## config.mk

```make
export PLATFORM = sky130hd
export DESIGN_NAME = voice_level_meter_with_hold
export DESIGN_NICKNAME = d
export VERILOG_FILES = /design/src/sv/vlm_pkg.sv /design/src/sv/vlm_front.sv /design/src/sv/vlm_queue.sv /design/src/sv/vlm_divider.sv /design/src/sv/vlm_back.sv /design/src/sv/voice_level_meter_with_hold.sv
export SDC_FILE = /design/constraint.sdc
export NUM_CORES = 1
export LEC_CHECK = 0
export ABC_CLOCK_PERIOD_IN_PS = 24900
export BUFFER_PORTS_ARGS = -buffer_cell sky130_fd_sc_hd__buf_2
export CAP_MARGIN = 25
export CORE_MARGIN = 4
export CORE_UTILIZATION = 55
export DETAILED_ROUTE_END_ITERATION = 10
export PLACE_DENSITY = 0.72
export RECOVER_POWER = 100
export SYNTH_ARGS = -nofsm -noshare
export SYNTH_HDL_FRONTEND = slang
export SYNTH_SLANG_ARGS = --single-unit
```

## constraint.sdc

```tcl
create_clock -name clk -period 24.9 [get_ports clk]
set_clock_uncertainty 0.2 [all_clocks]
set_input_delay 7.47 -clock clk [delete_from_list [all_inputs] [get_ports clk]]
set_output_delay 7.47 -clock clk [all_outputs]
set_load 0.03 [all_outputs]
```

## src/sv/vlm_pkg.sv

```systemverilog
`timescale 1ns / 1ps
// Shared types, widths and constants for the voice level meter.
// No dependencies; every other file of the block imports this package.
package vlm_pkg;

  localparam int unsigned MAX_FRAME_SAMPLES = 4096;
  localparam int unsigned LEVEL_MAX         = 100;
  localparam int unsigned FULL_SCALE_LEVEL  = 8000;
  localparam int unsigned LEVEL_SCALE       = 100;
  // floor(floor(s / n) * 100 / 8000) == floor(s / (n * 80))
  localparam int unsigned LEVEL_DIV         = FULL_SCALE_LEVEL / LEVEL_SCALE;

  localparam int unsigned SAMPLE_W   = 16;
  localparam int unsigned ABS_W      = SAMPLE_W + 1;
  localparam int unsigned SUM_W      = 28;
  localparam int unsigned CNT_W      = $clog2(MAX_FRAME_SAMPLES + 1);
  localparam int unsigned DIVISOR_W  = $clog2(MAX_FRAME_SAMPLES * LEVEL_DIV + 1);
  localparam int unsigned STEP_W     = $clog2(SUM_W);
  localparam int unsigned LEVEL_W    = 7;
  localparam int unsigned HOLD_W     = 16;
  localparam int unsigned CFG_IDX_W  = 2;
  localparam int unsigned CFG_DATA_W = 16;

  localparam int unsigned QUEUE_DEPTH = 4;
  localparam int unsigned QPTR_W      = $clog2(QUEUE_DEPTH);

  localparam logic [SUM_W-1:0] SUM_MAX = '1;

  // Channel selection codes of the stereo mask register
  localparam logic [1:0] MASK_NONE  = 2'd0;
  localparam logic [1:0] MASK_LEFT  = 2'd1;
  localparam logic [1:0] MASK_RIGHT = 2'd2;
  localparam logic [1:0] MASK_BOTH  = 2'd3;

  localparam logic [LEVEL_W-1:0] THRESHOLD_RST = 7'd10;
  localparam logic [HOLD_W-1:0]  HOLD_RST      = 16'd1500;

  typedef enum logic [CFG_IDX_W-1:0] {
    REG_STEREO_INPUT    = 2'd0,
    REG_STEREO_MASK     = 2'd1,
    REG_VOICE_THRESHOLD = 2'd2,
    REG_HOLD_TICKS      = 2'd3
  } reg_index_t;

  typedef struct packed {
    logic               stereo_input;
    logic [1:0]         stereo_mask;
    logic [LEVEL_W-1:0] voice_threshold;
    logic [HOLD_W-1:0]  hold_ticks;
  } cfg_t;

  // One job handed from the front to the back: a tick or a closed frame
  typedef struct packed {
    logic             is_frame;
    logic [SUM_W-1:0] sum;
    logic [CNT_W-1:0] count;
  } job_t;

  typedef struct packed {
    logic                 start;
    logic [SUM_W-1:0]     dividend;
    logic [DIVISOR_W-1:0] divisor;
  } div_req_t;

  typedef struct packed {
    logic             done;
    logic [SUM_W-1:0] quotient;
  } div_rsp_t;

  function automatic logic [ABS_W-1:0] rectify(input logic [SAMPLE_W-1:0] v);
    logic [ABS_W-1:0] ext;
    ext = {1'b0, v};
    if (v[SAMPLE_W-1]) begin
      return (ABS_W'(1) << SAMPLE_W) - ext;
    end
    return ext;
  endfunction

  function automatic logic [SUM_W-1:0] sat_add(input logic [SUM_W-1:0] acc,
                                               input logic [ABS_W-1:0] x);
    logic [SUM_W:0] s;
    s = {1'b0, acc} + (SUM_W + 1)'(x);
    if (s[SUM_W]) begin
      return SUM_MAX;
    end
    return s[SUM_W-1:0];
  endfunction

endpackage

```

## src/sv/vlm_front.sv

```systemverilog
`timescale 1ns / 1ps
// Front end: accepts beats, rectifies and sums samples, closes frames.
// Depends on vlm_pkg; feeds jobs into vlm_queue.
module vlm_front
  import vlm_pkg::*;
(
  input  logic                clk,
  input  logic                rst,
  input  cfg_t                cfg,
  input  logic                s_tvalid,
  output logic                s_tready,
  input  logic                action,
  input  logic [SAMPLE_W-1:0] left_sample,
  input  logic [SAMPLE_W-1:0] right_sample,
  input  logic                last_in_frame,
  input  logic                full,
  output logic                push,
  output job_t                job
);

  logic [SUM_W-1:0] left_sum, right_sum;
  logic [CNT_W-1:0] frame_count;
  logic [SUM_W-1:0] left_next, right_next;
  logic [CNT_W-1:0] count_next;
  logic [SUM_W:0]   pair;
  logic [SUM_W-1:0] chosen;
  logic             in_room;
  logic             accept;

  assign s_tready = !full;
  assign accept   = s_tvalid && !full;

  always_comb begin
    in_room    = frame_count < CNT_W'(MAX_FRAME_SAMPLES);
    left_next  = in_room ? sat_add(left_sum, rectify(left_sample)) : left_sum;
    right_next = (in_room && cfg.stereo_input) ?
                 sat_add(right_sum, rectify(right_sample)) : right_sum;
    count_next = in_room ? frame_count + CNT_W'(1) : frame_count;
    pair       = {1'b0, left_next} + {1'b0, right_next};
    chosen     = left_next;
    if (cfg.stereo_input) begin
      unique case (cfg.stereo_mask)
        MASK_NONE:  chosen = '0;
        MASK_LEFT:  chosen = left_next;
        MASK_RIGHT: chosen = right_next;
        MASK_BOTH:  chosen = pair[SUM_W:1];
        default:    chosen = '0;
      endcase
    end
  end

  assign push         = accept && (action || last_in_frame);
  assign job.is_frame = !action;
  assign job.sum      = chosen;
  assign job.count    = count_next;

  always_ff @(posedge clk) begin
    if (rst) begin
      left_sum    <= '0;
      right_sum   <= '0;
      frame_count <= '0;
    end else if (accept && !action) begin
      if (last_in_frame) begin
        left_sum    <= '0;
        right_sum   <= '0;
        frame_count <= '0;
      end else begin
        left_sum    <= left_next;
        right_sum   <= right_next;
        frame_count <= count_next;
      end
    end
  end

endmodule

```

## src/sv/vlm_queue.sv

```systemverilog
`timescale 1ns / 1ps
// Short job queue between the front and the back end.
// Depends on vlm_pkg for the job type and depth.
module vlm_queue
  import vlm_pkg::*;
(
  input  logic clk,
  input  logic rst,
  input  logic push,
  input  job_t push_job,
  input  logic pop,
  output job_t head_job,
  output logic full,
  output logic empty
);

  job_t              entries [QUEUE_DEPTH];
  logic [QPTR_W-1:0] wr_ptr, rd_ptr;
  logic [QPTR_W:0]   fill;

  assign full     = fill == (QPTR_W + 1)'(QUEUE_DEPTH);
  assign empty    = fill == '0;
  assign head_job = entries[rd_ptr];

  always_ff @(posedge clk) begin
    if (push) begin
      entries[wr_ptr] <= push_job;
    end
  end

  always_ff @(posedge clk) begin
    if (rst) begin
      wr_ptr <= '0;
      rd_ptr <= '0;
      fill   <= '0;
    end else begin
      if (push) begin
        wr_ptr <= wr_ptr + QPTR_W'(1);
      end
      if (pop) begin
        rd_ptr <= rd_ptr + QPTR_W'(1);
      end
      fill <= fill + (QPTR_W + 1)'(push) - (QPTR_W + 1)'(pop);
    end
  end

endmodule

```

## src/sv/vlm_divider.sv

```systemverilog
`timescale 1ns / 1ps
// Restoring divider, one quotient bit per cycle.
// Depends on vlm_pkg for widths and request/response types.
module vlm_divider
  import vlm_pkg::*;
(
  input  logic     clk,
  input  logic     rst,
  input  div_req_t req,
  output div_rsp_t rsp
);

  logic [DIVISOR_W-1:0] rem;
  logic [DIVISOR_W-1:0] divisor;
  logic [SUM_W-1:0]     quo;
  logic [STEP_W-1:0]    step;
  logic                 running;
  logic                 done;
  logic [DIVISOR_W:0]   trial;
  logic [DIVISOR_W:0]   diff;
  logic                 fits;

  always_comb begin
    trial = {rem, quo[SUM_W-1]};
    diff  = trial - {1'b0, divisor};
    fits  = trial >= {1'b0, divisor};
  end

  assign rsp.done     = done;
  assign rsp.quotient = quo;

  always_ff @(posedge clk) begin
    if (req.start) begin
      quo     <= req.dividend;
      rem     <= '0;
      divisor <= req.divisor;
      step    <= '0;
    end else if (running) begin
      rem  <= fits ? diff[DIVISOR_W-1:0] : trial[DIVISOR_W-1:0];
      quo  <= {quo[SUM_W-2:0], fits};
      step <= step + STEP_W'(1);
    end
  end

  always_ff @(posedge clk) begin
    if (rst) begin
      running <= 1'b0;
      done    <= 1'b0;
    end else begin
      done <= 1'b0;
      if (req.start) begin
        running <= 1'b1;
      end else if (running && step == STEP_W'(SUM_W - 1)) begin
        running <= 1'b0;
        done    <= 1'b1;
      end
    end
  end

endmodule

```

## src/sv/vlm_back.sv

```systemverilog
`timescale 1ns / 1ps
// Back end: turns ticks and closed frames into results, owns level and hold.
// Depends on vlm_pkg; instantiates vlm_divider.
module vlm_back
  import vlm_pkg::*;
(
  input  logic               clk,
  input  logic               rst,
  input  cfg_t               cfg,
  input  job_t               job,
  input  logic               empty,
  output logic               pop,
  output logic               m_tvalid,
  input  logic               m_tready,
  output logic [LEVEL_W-1:0] level,
  output logic               voice_active,
  output logic               frame_done
);

  typedef enum logic [1:0] {
    ST_IDLE,
    ST_DIV,
    ST_EMIT
  } state_t;

  state_t             state;
  logic [LEVEL_W-1:0] cur_level;
  logic [HOLD_W-1:0]  hold;
  logic [HOLD_W-1:0]  hold_dec;
  logic               div_zero;
  logic               out_free;
  logic               load_out;
  logic [LEVEL_W-1:0] new_level;
  logic               new_meet;
  div_req_t           div_req;
  div_rsp_t           div_rsp;

  vlm_divider u_divider (
    .clk (clk),
    .rst (rst),
    .req (div_req),
    .rsp (div_rsp)
  );

  always_comb begin
    out_free         = !m_tvalid || m_tready;
    pop              = (state == ST_IDLE) && !empty && (job.is_frame || out_free);
    load_out         = (pop && !job.is_frame) || ((state == ST_EMIT) && out_free);
    div_req.start    = pop && job.is_frame;
    div_req.dividend = job.sum;
    div_req.divisor  = DIVISOR_W'(job.count) * DIVISOR_W'(LEVEL_DIV);
    hold_dec         = (hold != '0) ? hold - HOLD_W'(1) : hold;
    if (div_zero) begin
      new_level = '0;
    end else if (div_rsp.quotient > SUM_W'(LEVEL_MAX)) begin
      new_level = LEVEL_W'(LEVEL_MAX);
    end else begin
      new_level = div_rsp.quotient[LEVEL_W-1:0];
    end
    new_meet = new_level >= cfg.voice_threshold;
  end

  always_ff @(posedge clk) begin
    if (rst) begin
      state     <= ST_IDLE;
      cur_level <= '0;
      hold      <= '0;
      div_zero  <= 1'b0;
      m_tvalid  <= 1'b0;
    end else begin
      m_tvalid <= load_out || (m_tvalid && !m_tready);
      unique case (state)
        ST_IDLE: begin
          if (pop) begin
            if (job.is_frame) begin
              div_zero <= job.count == '0;
              state    <= ST_DIV;
            end else begin
              hold         <= hold_dec;
              level        <= cur_level;
              voice_active <= (cur_level >= cfg.voice_threshold) || (hold_dec != '0);
              frame_done   <= 1'b0;
            end
          end
        end
        ST_DIV: begin
          if (div_rsp.done) begin
            state <= ST_EMIT;
          end
        end
        ST_EMIT: begin
          if (out_free) begin
            cur_level <= new_level;
            if (new_meet) begin
              hold <= cfg.hold_ticks;
            end
            level        <= new_level;
            voice_active <= new_meet || (hold != '0);
            frame_done   <= 1'b1;
            state        <= ST_IDLE;
          end
        end
        default: state <= ST_IDLE;
      endcase
    end
  end

endmodule

```

## src/sv/voice_level_meter_with_hold.sv

```systemverilog
`timescale 1ns / 1ps
// Voice level meter with hold. Sample beats are rectified and summed per
// channel; the beat with tlast closes the frame, whose chosen sum is divided
// by the frame's sample count, scaled by 100/8000 and clamped at 100 to give
// the level. A level at or above the threshold reloads the hold counter,
// which each millisecond tick beat counts down; voice is active while the
// level meets the threshold or hold is nonzero. Every tick and every frame
// end gives one result beat. Rate: sample beats are taken one per cycle
// whenever the four-entry job queue has room; a tick job's result is
// registered on pop, a frame-end job's after the 28-step restoring divider.
// Users must write configuration only while the block is idle; not enforced.
// Depends on vlm_pkg, vlm_front, vlm_queue, vlm_divider and vlm_back.
module voice_level_meter_with_hold
  import vlm_pkg::*;
(
  input  logic                  clk,
  input  logic                  rst,
  // configuration write port
  input  logic                  cfg_we,
  input  logic [CFG_IDX_W-1:0]  cfg_index,
  input  logic [CFG_DATA_W-1:0] cfg_data,
  // input beats
  input  logic                  s_tvalid,
  output logic                  s_tready,
  input  logic [31:0]           s_tdata,   // [15:0] left_sample, [31:16] right_sample
  input  logic                  s_tuser,   // [0] action: 0 sample, 1 tick
  input  logic                  s_tlast,   // last_in_frame
  // result beats
  output logic                  m_tvalid,
  input  logic                  m_tready,
  output logic [7:0]            m_tdata,   // [6:0] level, [7] voice_active
  output logic                  m_tuser    // [0] frame_done
);

  cfg_t               cfg;
  logic               push, pop, full, empty;
  job_t               push_job, head_job;
  logic [LEVEL_W-1:0] level;
  logic               voice_active;

  // Hold configuration registers; unknown indexes fall through
  always_ff @(posedge clk) begin
    if (rst) begin
      cfg.stereo_input    <= 1'b0;
      cfg.stereo_mask     <= MASK_BOTH;
      cfg.voice_threshold <= THRESHOLD_RST;
      cfg.hold_ticks      <= HOLD_RST;
    end else if (cfg_we) begin
      unique case (reg_index_t'(cfg_index))
        REG_STEREO_INPUT:    cfg.stereo_input    <= cfg_data[0];
        REG_STEREO_MASK:     cfg.stereo_mask     <= cfg_data[1:0];
        REG_VOICE_THRESHOLD: cfg.voice_threshold <= cfg_data[LEVEL_W-1:0];
        REG_HOLD_TICKS:      cfg.hold_ticks      <= cfg_data[HOLD_W-1:0];
        default: ;
      endcase
    end
  end

  // Front: sum samples, close frames, forward ticks
  vlm_front u_front (
    .clk           (clk),
    .rst           (rst),
    .cfg           (cfg),
    .s_tvalid      (s_tvalid),
    .s_tready      (s_tready),
    .action        (s_tuser),
    .left_sample   (s_tdata[15:0]),
    .right_sample  (s_tdata[31:16]),
    .last_in_frame (s_tlast),
    .full          (full),
    .push          (push),
    .job           (push_job)
  );

  // Decouple the sides so a long divide stalls sample intake only if the queue fills
  vlm_queue u_queue (
    .clk      (clk),
    .rst      (rst),
    .push     (push),
    .push_job (push_job),
    .pop      (pop),
    .head_job (head_job),
    .full     (full),
    .empty    (empty)
  );

  // Back: divide, clamp, update hold, register the result beat
  vlm_back u_back (
    .clk          (clk),
    .rst          (rst),
    .cfg          (cfg),
    .job          (head_job),
    .empty        (empty),
    .pop          (pop),
    .m_tvalid     (m_tvalid),
    .m_tready     (m_tready),
    .level        (level),
    .voice_active (voice_active),
    .frame_done   (m_tuser)
  );

  assign m_tdata = {voice_active, level};

endmodule

```

==> results of run 1 <==
-- area by class of cell --
type / instances / area [µm²] / share of cell area [%]
clock inverter: 21 / 311.5 / 1.311
inverter: 97 / 364.1 / 1.532
tap: 518 / 648.1 / 2.727
sequential: 377 / 9752 / 41.03
clock buffer: 54 / 1126 / 4.738
timing repair buffer: 93 / 456.7 / 1.921
multi-input combinational: 1610 / 11110 / 46.74
-- worst max-delay path, cell delays in order --
cell and delay (ns):
buf_2 0.12, or3_1 0.38, nor3_1 0.21, nand3_1 0.15
or3_1 0.39, nor4bb_1 0.38, ha_1 0.37, a21o_1 0.19
a221oi_1 0.37, o2bb2ai_1 0.20, o21ai_0 0.18, clkbuf_1 0.58
nand2_1 0.28, xor2_1 0.24, ha_1 0.25, a21o_1 0.19
a21o_1 0.18, a21o_1 0.17, a21o_1 0.18, a211oi_1 0.28
o21ai_0 0.14, o22ai_1 0.32, o41ai_1 0.22, a311o_1 0.51
a31oi_1 0.24, xor2_1 0.09, o31ai_1 0.44
-- synth_stat cells, types with 7 or more instances --
library cell | instances | area (µm²)
a211o_1 | 8 | 70.07
a211oi_1 | 17 | 127.6
a21boi_0 | 11 | 82.58
a21o_1 | 41 | 307.8
a21oi_1 | 116 | 580.6
a221o_1 | 11 | 110.1
a22oi_1 | 79 | 593.1
a31oi_1 | 27 | 168.9
and2_1 | 11 | 68.82
and3_1 | 21 | 131.4
buf_1 | 9 | 33.78
clkbuf_1 | 91 | 341.6
dfxtp_1 | 157 | 3143
edfxtp_1 | 220 | 6606
ha_1 | 124 | 1551
inv_1 | 95 | 356.6
mux2_2 | 8 | 90.09
mux2i_1 | 15 | 150.1
mux4_2 | 42 | 945.9
nand2_1 | 277 | 1040
nand2b_1 | 25 | 156.4
nand3_1 | 54 | 270.3
nand3b_1 | 14 | 105.1
nand4_1 | 17 | 106.4
nor2_1 | 196 | 735.7
nor2b_1 | 13 | 81.33
nor3_1 | 37 | 185.2
nor3b_1 | 9 | 67.56
nor4_1 | 12 | 75.07
o211ai_1 | 13 | 97.59
o21a_1 | 13 | 97.59
o21ai_0 | 104 | 520.5
o21ai_1 | 8 | 40.04
o21bai_1 | 17 | 127.6
o22a_1 | 12 | 105.1
o22ai_1 | 22 | 137.6
o31ai_1 | 18 | 135.1
or2_2 | 7 | 43.79
or3_1 | 7 | 43.79
or4_1 | 7 | 52.55
xnor2_1 | 90 | 788.3
xor2_1 | 32 | 280.3
-- kinds of logic after synthesis --
| family | count (synthesis) |
|---|---|
| xor gates and xnor gates | 123 |
| muxes | 65 |
| and+or+nand+nor | 719 |
| other | 1 |
| AOI/OAI and AO/OA | 572 |
| adders and majority gates | 129 |
| buffers and inverters | 199 |
| DFF | 377 |
-- sequential cells by signal, indices dropped and copies added, names as in the netlist, 7 cells and up, named ones only --
name	flops
u_front.left_sum	28
u_front.right_sum	28
u_back.u_divider.quo	28
u_back.level	7
u_front.frame_count	13
u_queue.entries	168
cfg	26
u_back.u_divider.divisor	15
u_back.hold	16
u_back.u_divider.rem	19
u_back.cur_level	7
-- routing by layer --
metal / part of all wire, % / global-route usage (%) / vias to the layer above / wire length, µm
met5: 0 / 0 / - / 0
met4: 3.3 / 9.577 / 0 / 1784
met3: 6.0 / 4.001 / 120 / 3250
met2: 48 / 42.57 / 564 / 26120
met1: 42 / 32.42 / 8072 / 22740
li1: - / - / 8140 / -
-- where the power goes --
group / switching, mW / internal (mW)
clock: 0.253 / 0.394
sequential: 0.0539 / 0.805
combinational: 0.507 / 0.339
total: 0.814 / 1.54
-- worst min path at each step --
stage	end	slack (ns)	depth (start not counted)
final	u_back.u_divider.running	0.25	2
after global routing	u_back.u_divider.running	0.28	2
after CTS	u_back.u_divider.running	0.26	2
after detailed placement	u_back.u_divider.running	0.25	2
after global placement	u_back.u_divider.running	0.24	2
after floorplan	cfg[7]	0.23	2
-- per-stage QoR --
| stage | hold WS (ns) | cell area [µm²] | power, mW | setup WS (ns) |
|---|---|---|---|---|
| 5_1_grt | 0.2809 | 23770 | 2.506 | 9.815 |
| 2_1_floorplan | 0.2323 | 21650 | 1.504 | 10.97 |
| 4_1_cts | 0.2567 | 23890 | 2.361 | 10.94 |
| 3_5_place_dp | 0.2479 | 22450 | 1.705 | 10.35 |
| 6_report | 0.2533 | 23770 | 2.352 | 10.23 |
| 3_3_place_gp | 0.2449 | 22450 | 1.678 | 10.51 |
==> reports/qor.csv, run 1 <==
stage,metric,value,unit
clock_tree,clock-sinks,377,
floorplan,die_area,0.04260,mm²
synthesis,yosys.area_share.simple,15.19,%
synthesis,yosys_warnings,0,
final_layout,final_common_cell,nand2_1,
final_layout,diodes,0,
sta,post-route-period-util,58.90,%
placement,io_buffers,67,
global_routing,grt_pass1_vias,16343,
final_layout,final_nets,2406,
synthesis,ys_ff_latch,377,
run,cap_violations,11,
clock_tree,cts_resized,0,
synthesis,avgSynthCellArea,9.909,µm²
floorplan,io_pins,68,
global_routing,grt_use_total,25.09,%
synthesis,netlist_instances,2185,
drt,drt-initial-drc-count,1486,
sta,hold_violations,0,
global_routing,overflow,0,
worst_setup_path,endpoint_kind,flop,
clock_tree,cts_setup_buffers,0,
synthesis,synth_compound_area_share,18.15,%
worst_setup_path,reg2reg_to,u_back.u_divider.rem[4],
synthesis,synthArstFlopShare,0,%
sta,worst_slew_pin_slew,4.044,ns
sta,min_period,14.67,ns
final_layout,layout_common_cells,"277 x nand2_1, 220 x edfxtp_1, 196 x nor2_1",
worst_setup_path,crit_arrival,14.75,ns
synthesis,synth.area.mux_share,5.479,%
final_layout,nFillCells,3190,
worst_setup_path,cp-startpoint,s_tdata[2],
synthesis,syn_area,0.02165,mm²
placement,hpwl,37130,µm
worst_setup_path,worst-endpoint-required,24.99,ns
synthesis,ys_types,86,
floorplan,core,0.03883,mm²
clock_tree,clkTransAtPathRegs,0.06,ns
sta,setup_viol,0,
drt,via_count,16896,
status,violations,"max-capacitance violations, max-slew violations",
floorplan,fp-row-count,72,
final_layout,finalNonFillerCells,2770,
drt,wl_per_cell,19.46,µm
drt,drt-total-wl,53900,µm
sta,max_slew_margin,-169.6,%
worst_setup_path,r2r_cells,8,
synthesis,synth_edf_count,220,
drt,routed_via_density,6.100,
sta,rsz0062_at_grt,no,
clock_tree,cts_tree,done,
floorplan,die_w,206.4,µm
synthesis,synth_top_family_by_area,compound AO/OA/AOI/OAI gates,
final_layout,area_delta_synth_final,9.784,%
clock_tree,clockBufferDepth,3,
synthesis,synth_xor_area_share,5.010,%
worst_setup_path,cp-endpoint,u_queue.entries[3][32],
hold_path,min_from,u_back.u_divider.running,
drt,drc,0,
status,status,"complete, but fails checks",
synthesis,synth.yosys.seq_area_share,45.03,%
drt,postRouteAntennaNets,0,
power_and_ir_drop,peakVddDrop,0.06359,mV
clock_tree,numCtsBuffers,41,
floorplan,die_h,206.4,µm
global_routing,grt_pass1_wl,85820,µm
sta,tns,0,ns
worst_setup_path,start_kind,input port,
synthesis,ys.flop_type,edfxtp_1,
synthesis,synth_fa_ha_area_share,7.628,%
clock_tree,cts_hold_buf,0,
drt,firstDrtPassIters,7,
sta,maxSlewViolCount,491,
power_and_ir_drop,p_per_area,98.95,mW/mm²
final_layout,drive_above_1_share,9.325,%
worst_setup_path,worstPathMaxFanout,14,
worst_setup_path,regToRegSetupSlack,16.80,ns
final_layout,final_util,61.22,%
placement,place_congestion,0.9581,
floorplan,start_util,55.76,%
placement,place_inst,2693,
worst_setup_path,criticalPathCategory,in -> reg,
clock_tree,clk_latency,0.56,ns
global_routing,grt_max_degree,96,
power_and_ir_drop,power.leakage,9.251,nW
sta,fmax,68.18,MHz
hold_path,hp-class,reg -> reg,
clock_tree,cts-root-buf,clkbuf_16,
global_routing,antenna_found_initial,0,
clock_tree,h-tree-depth,2,
Power figures use the tool's default switching activity.
==> run 2, diff against run 1 <==
ABC_CLOCK_PERIOD_IN_PS = 12500   (was 24900)
PLACE_DENSITY = 0.75   (was 0.72)
clock period = 12.5 ns   (was 24.9 ns; I/O delays follow)
==> run 2 against run 1 <==
- the run still ends with max-capacitance violations, max-slew violations left
- non-clock buffer count decreased by 2
- worst hold slack improved by 0.0030 ns
- routed wire length increased by 0.50%
- via count increased by 1.5%
- cell area decreased by 0.53%
- clock-buffer cell count decreased by 2
- die area unchanged
- global-route usage increased by 0.27 points
- total power increased by 95%
- sequential power increased by 100%
- critical endpoint is now u_queue.entries[0][32]
- highest routed layer unchanged
==> reports/qor.csv, run 2 (same netlist as run 1, synthesis figures left out) <==
stage,metric,value,unit,change
global_routing,overflow,0,,unchanged
power_and_ir_drop,peakVddDrop,0.1574,mV,was 0.06359 mV
drt,drt-total-wl,54160,µm,"was 53,900 µm"
status,violations,"max-capacitance violations, max-slew violations",,unchanged
global_routing,grt_pass1_vias,16418,,"was 16,343"
floorplan,io_pins,68,,unchanged
sta,rsz0062_at_grt,no,,unchanged
worst_setup_path,regToRegSetupSlack,5.94,ns,was 16.80 ns
clock_tree,cts-root-buf,clkbuf_16,,unchanged
drt,drt-initial-drc-count,1676,,"was 1,486"
status,status,"complete, but fails checks",,unchanged
clock_tree,numCtsBuffers,41,,unchanged
final_layout,top_register,u_queue.entries,,unchanged
drt,postRouteAntennaNets,0,,unchanged
sta,maxSlewViolCount,485,,was 491
drt,firstDrtPassIters,5,,was 7
final_layout,final_nets,2404,,"was 2,406"
clock_tree,clkTransAtPathRegs,0.06,ns,about the same
placement,io_buffers,67,,unchanged
final_layout,drive_above_1_share,8.929,%,was 9.325%
power_and_ir_drop,power.leakage,9.192,nW,was 9.251 nW
final_layout,largest_register_ffs,168,,unchanged
clock_tree,h-tree-depth,2,,unchanged
power_and_ir_drop,finalPower,4.594,mW,was 2.352 mW
global_routing,grt_pass1_wl,86820,µm,"was 85,820 µm"
global_routing,grt_use_total,25.36,%,was 25.09%
floorplan,die_h,206.4,µm,unchanged
sta,worst_slew_pin_slew,3.096,ns,was 4.044 ns
sta,min_period,10.85,ns,
clock_tree,cts_hold_buf,0,,unchanged
worst_setup_path,start_kind,input port,,unchanged
sta,tns,0,ns,unchanged
floorplan,die_area,0.04260,mm²,unchanged
floorplan,core,0.03883,mm²,unchanged
worst_setup_path,worst-endpoint-required,12.60,ns,was 24.99 ns
clock_tree,cts_setup_buffers,0,,unchanged
drt,routed_via_density,6.190,,was 6.100
sta,max_slew_margin,-106.4,%,was -169.6%
final_layout,area_delta_synth_final,9.200,%,was 9.784%
drt,via_count,17141,,"was 16,896"
sta,fmax,92.20,MHz,
power_and_ir_drop,p_per_area,194.3,mW/mm²,was 98.95 mW/mm²
floorplan,start_util,55.76,%,unchanged
worst_setup_path,criticalPathCategory,in -> reg,,unchanged
clock_tree,clk_latency,0.57,ns,was 0.56 ns
placement,place_congestion,0.9521,,was 0.9581
final_layout,final_common_cell,nand2_1,,unchanged
drt,drc,0,,unchanged
hold_path,hp-class,reg -> reg,,unchanged
final_layout,diodes,0,,unchanged
worst_setup_path,endpoint_kind,flop,,unchanged
worst_setup_path,worstPathMaxFanout,13,,was 14
run,cap_violations,10,,was 11
sta,post-route-period-util,86.77,%,
placement,hpwl,38050,µm,"was 37,130 µm"
worst_setup_path,crit_arrival,10.95,ns,was 14.75 ns
global_routing,antenna_found_initial,0,,unchanged
drt,wl_per_cell,19.56,µm,was 19.46 µm
clock_tree,cts_tree,done,,unchanged
sta,setup_viol,0,,unchanged
clock_tree,clock-sinks,377,,unchanged
final_layout,layout_common_cells,"277 x nand2_1, 220 x edfxtp_1, 196 x nor2_1",,unchanged
global_routing,grt_max_degree,70,,was 96
floorplan,fp-row-count,72,,unchanged
sta,hold_violations,0,,unchanged
clock_tree,clockBufferDepth,3,,unchanged
floorplan,die_w,206.4,µm,unchanged
clock_tree,cts_resized,0,,unchanged
-- run 2: cell count changes in the layout (fill, tap and decap cells not counted), moves of 2 or more --
cell	previous run	this run
mux2_2	7	5
clkbuf_8	3	0
clkinv_1	2	8
clkinvlp_4	5	3
inv_6	0	3
bufinv_16	7	4
mux2_1	1	3
-- run 2: worst paths after layout --
path	depth (start not counted)	endpoint	start
hold reg to reg	2	cfg[1]	cfg[1]
setup reg to reg	24	u_queue.entries[2][39]	u_front.left_sum[0]
hold / removal	2	cfg[1]	cfg[1]
setup / recovery	27	u_queue.entries[0][32]	s_tdata[2]
-- run 2: metal layers --
| metal | track usage (%) | up-vias | routed length, µm |
|---|---|---|---|
| met1 | 33.88 | 8314 | 22600 |
| met2 | 42.44 | 557 | 26400 |
| met3 | 3.656 | 123 | 3276 |
| met5 | 0 | - | 0 |
| met4 | 8.864 | 0 | 1888 |
| li1 | - | 8147 | - |
-- run 2: power breakdown --
group / switching, mW / total (mW) / internal, mW
clock: 0.503 / 1.20 / 0.695
combinational: 0.999 / 1.67 / 0.674
sequential: 0.120 / 1.72 / 1.60
total: 1.62 / 4.59 / 2.97
-- run 2: critical path, cell delays in order --
cell and delay (ns):
buf_2 0.12, or3_1 0.39, nor3_1 0.23, nand3_1 0.16, or3_1 0.37, nor4bb_1 0.32
ha_1 0.36, a21o_1 0.20, a221oi_1 0.41, o2bb2ai_1 0.23, o21ai_0 0.28, clkbuf_1 0.56
and2_0 0.31, nor2_1 0.08, ha_1 0.21, a21o_1 0.19, a21o_1 0.18, a21o_1 0.17
a21o_1 0.18, a211oi_1 0.34, o21ai_0 0.14, o22ai_1 0.28, o41ai_1 0.22, a311o_1 0.50
a31oi_1 0.25, xor2_1 0.10, o31ai_1 0.43
-- run 2: layout make-up --
cell class | count | area (µm²)
tap | 518 | 648.1
inverter | 97 | 364.1
timing repair buffer | 91 | 449.2
fill | 3134 | 15180
clock buffer | 52 | 1067
clock inverter | 24 | 252.7
multi-input combinational | 1610 | 11110
sequential | 377 | 9751
-- run 2: through the flow --
stage / hold slack, ns / std cells / setup WS (ns) / util [%] / instance area (µm²)
floorplan: 0.2323 / 2186 / 2.289 / - / 21650
global placement: 0.2465 / 2693 / 2.012 / 57.83 / 22450
detailed placement: 0.2465 / 2693 / 1.785 / 57.83 / 22450
CTS: 0.2540 / 2769 / 2.358 / 61.23 / 23770
global route: 0.2772 / 2769 / 1.164 / 60.89 / 23640
finish: 0.2563 / 2769 / 1.653 / 60.89 / 23640
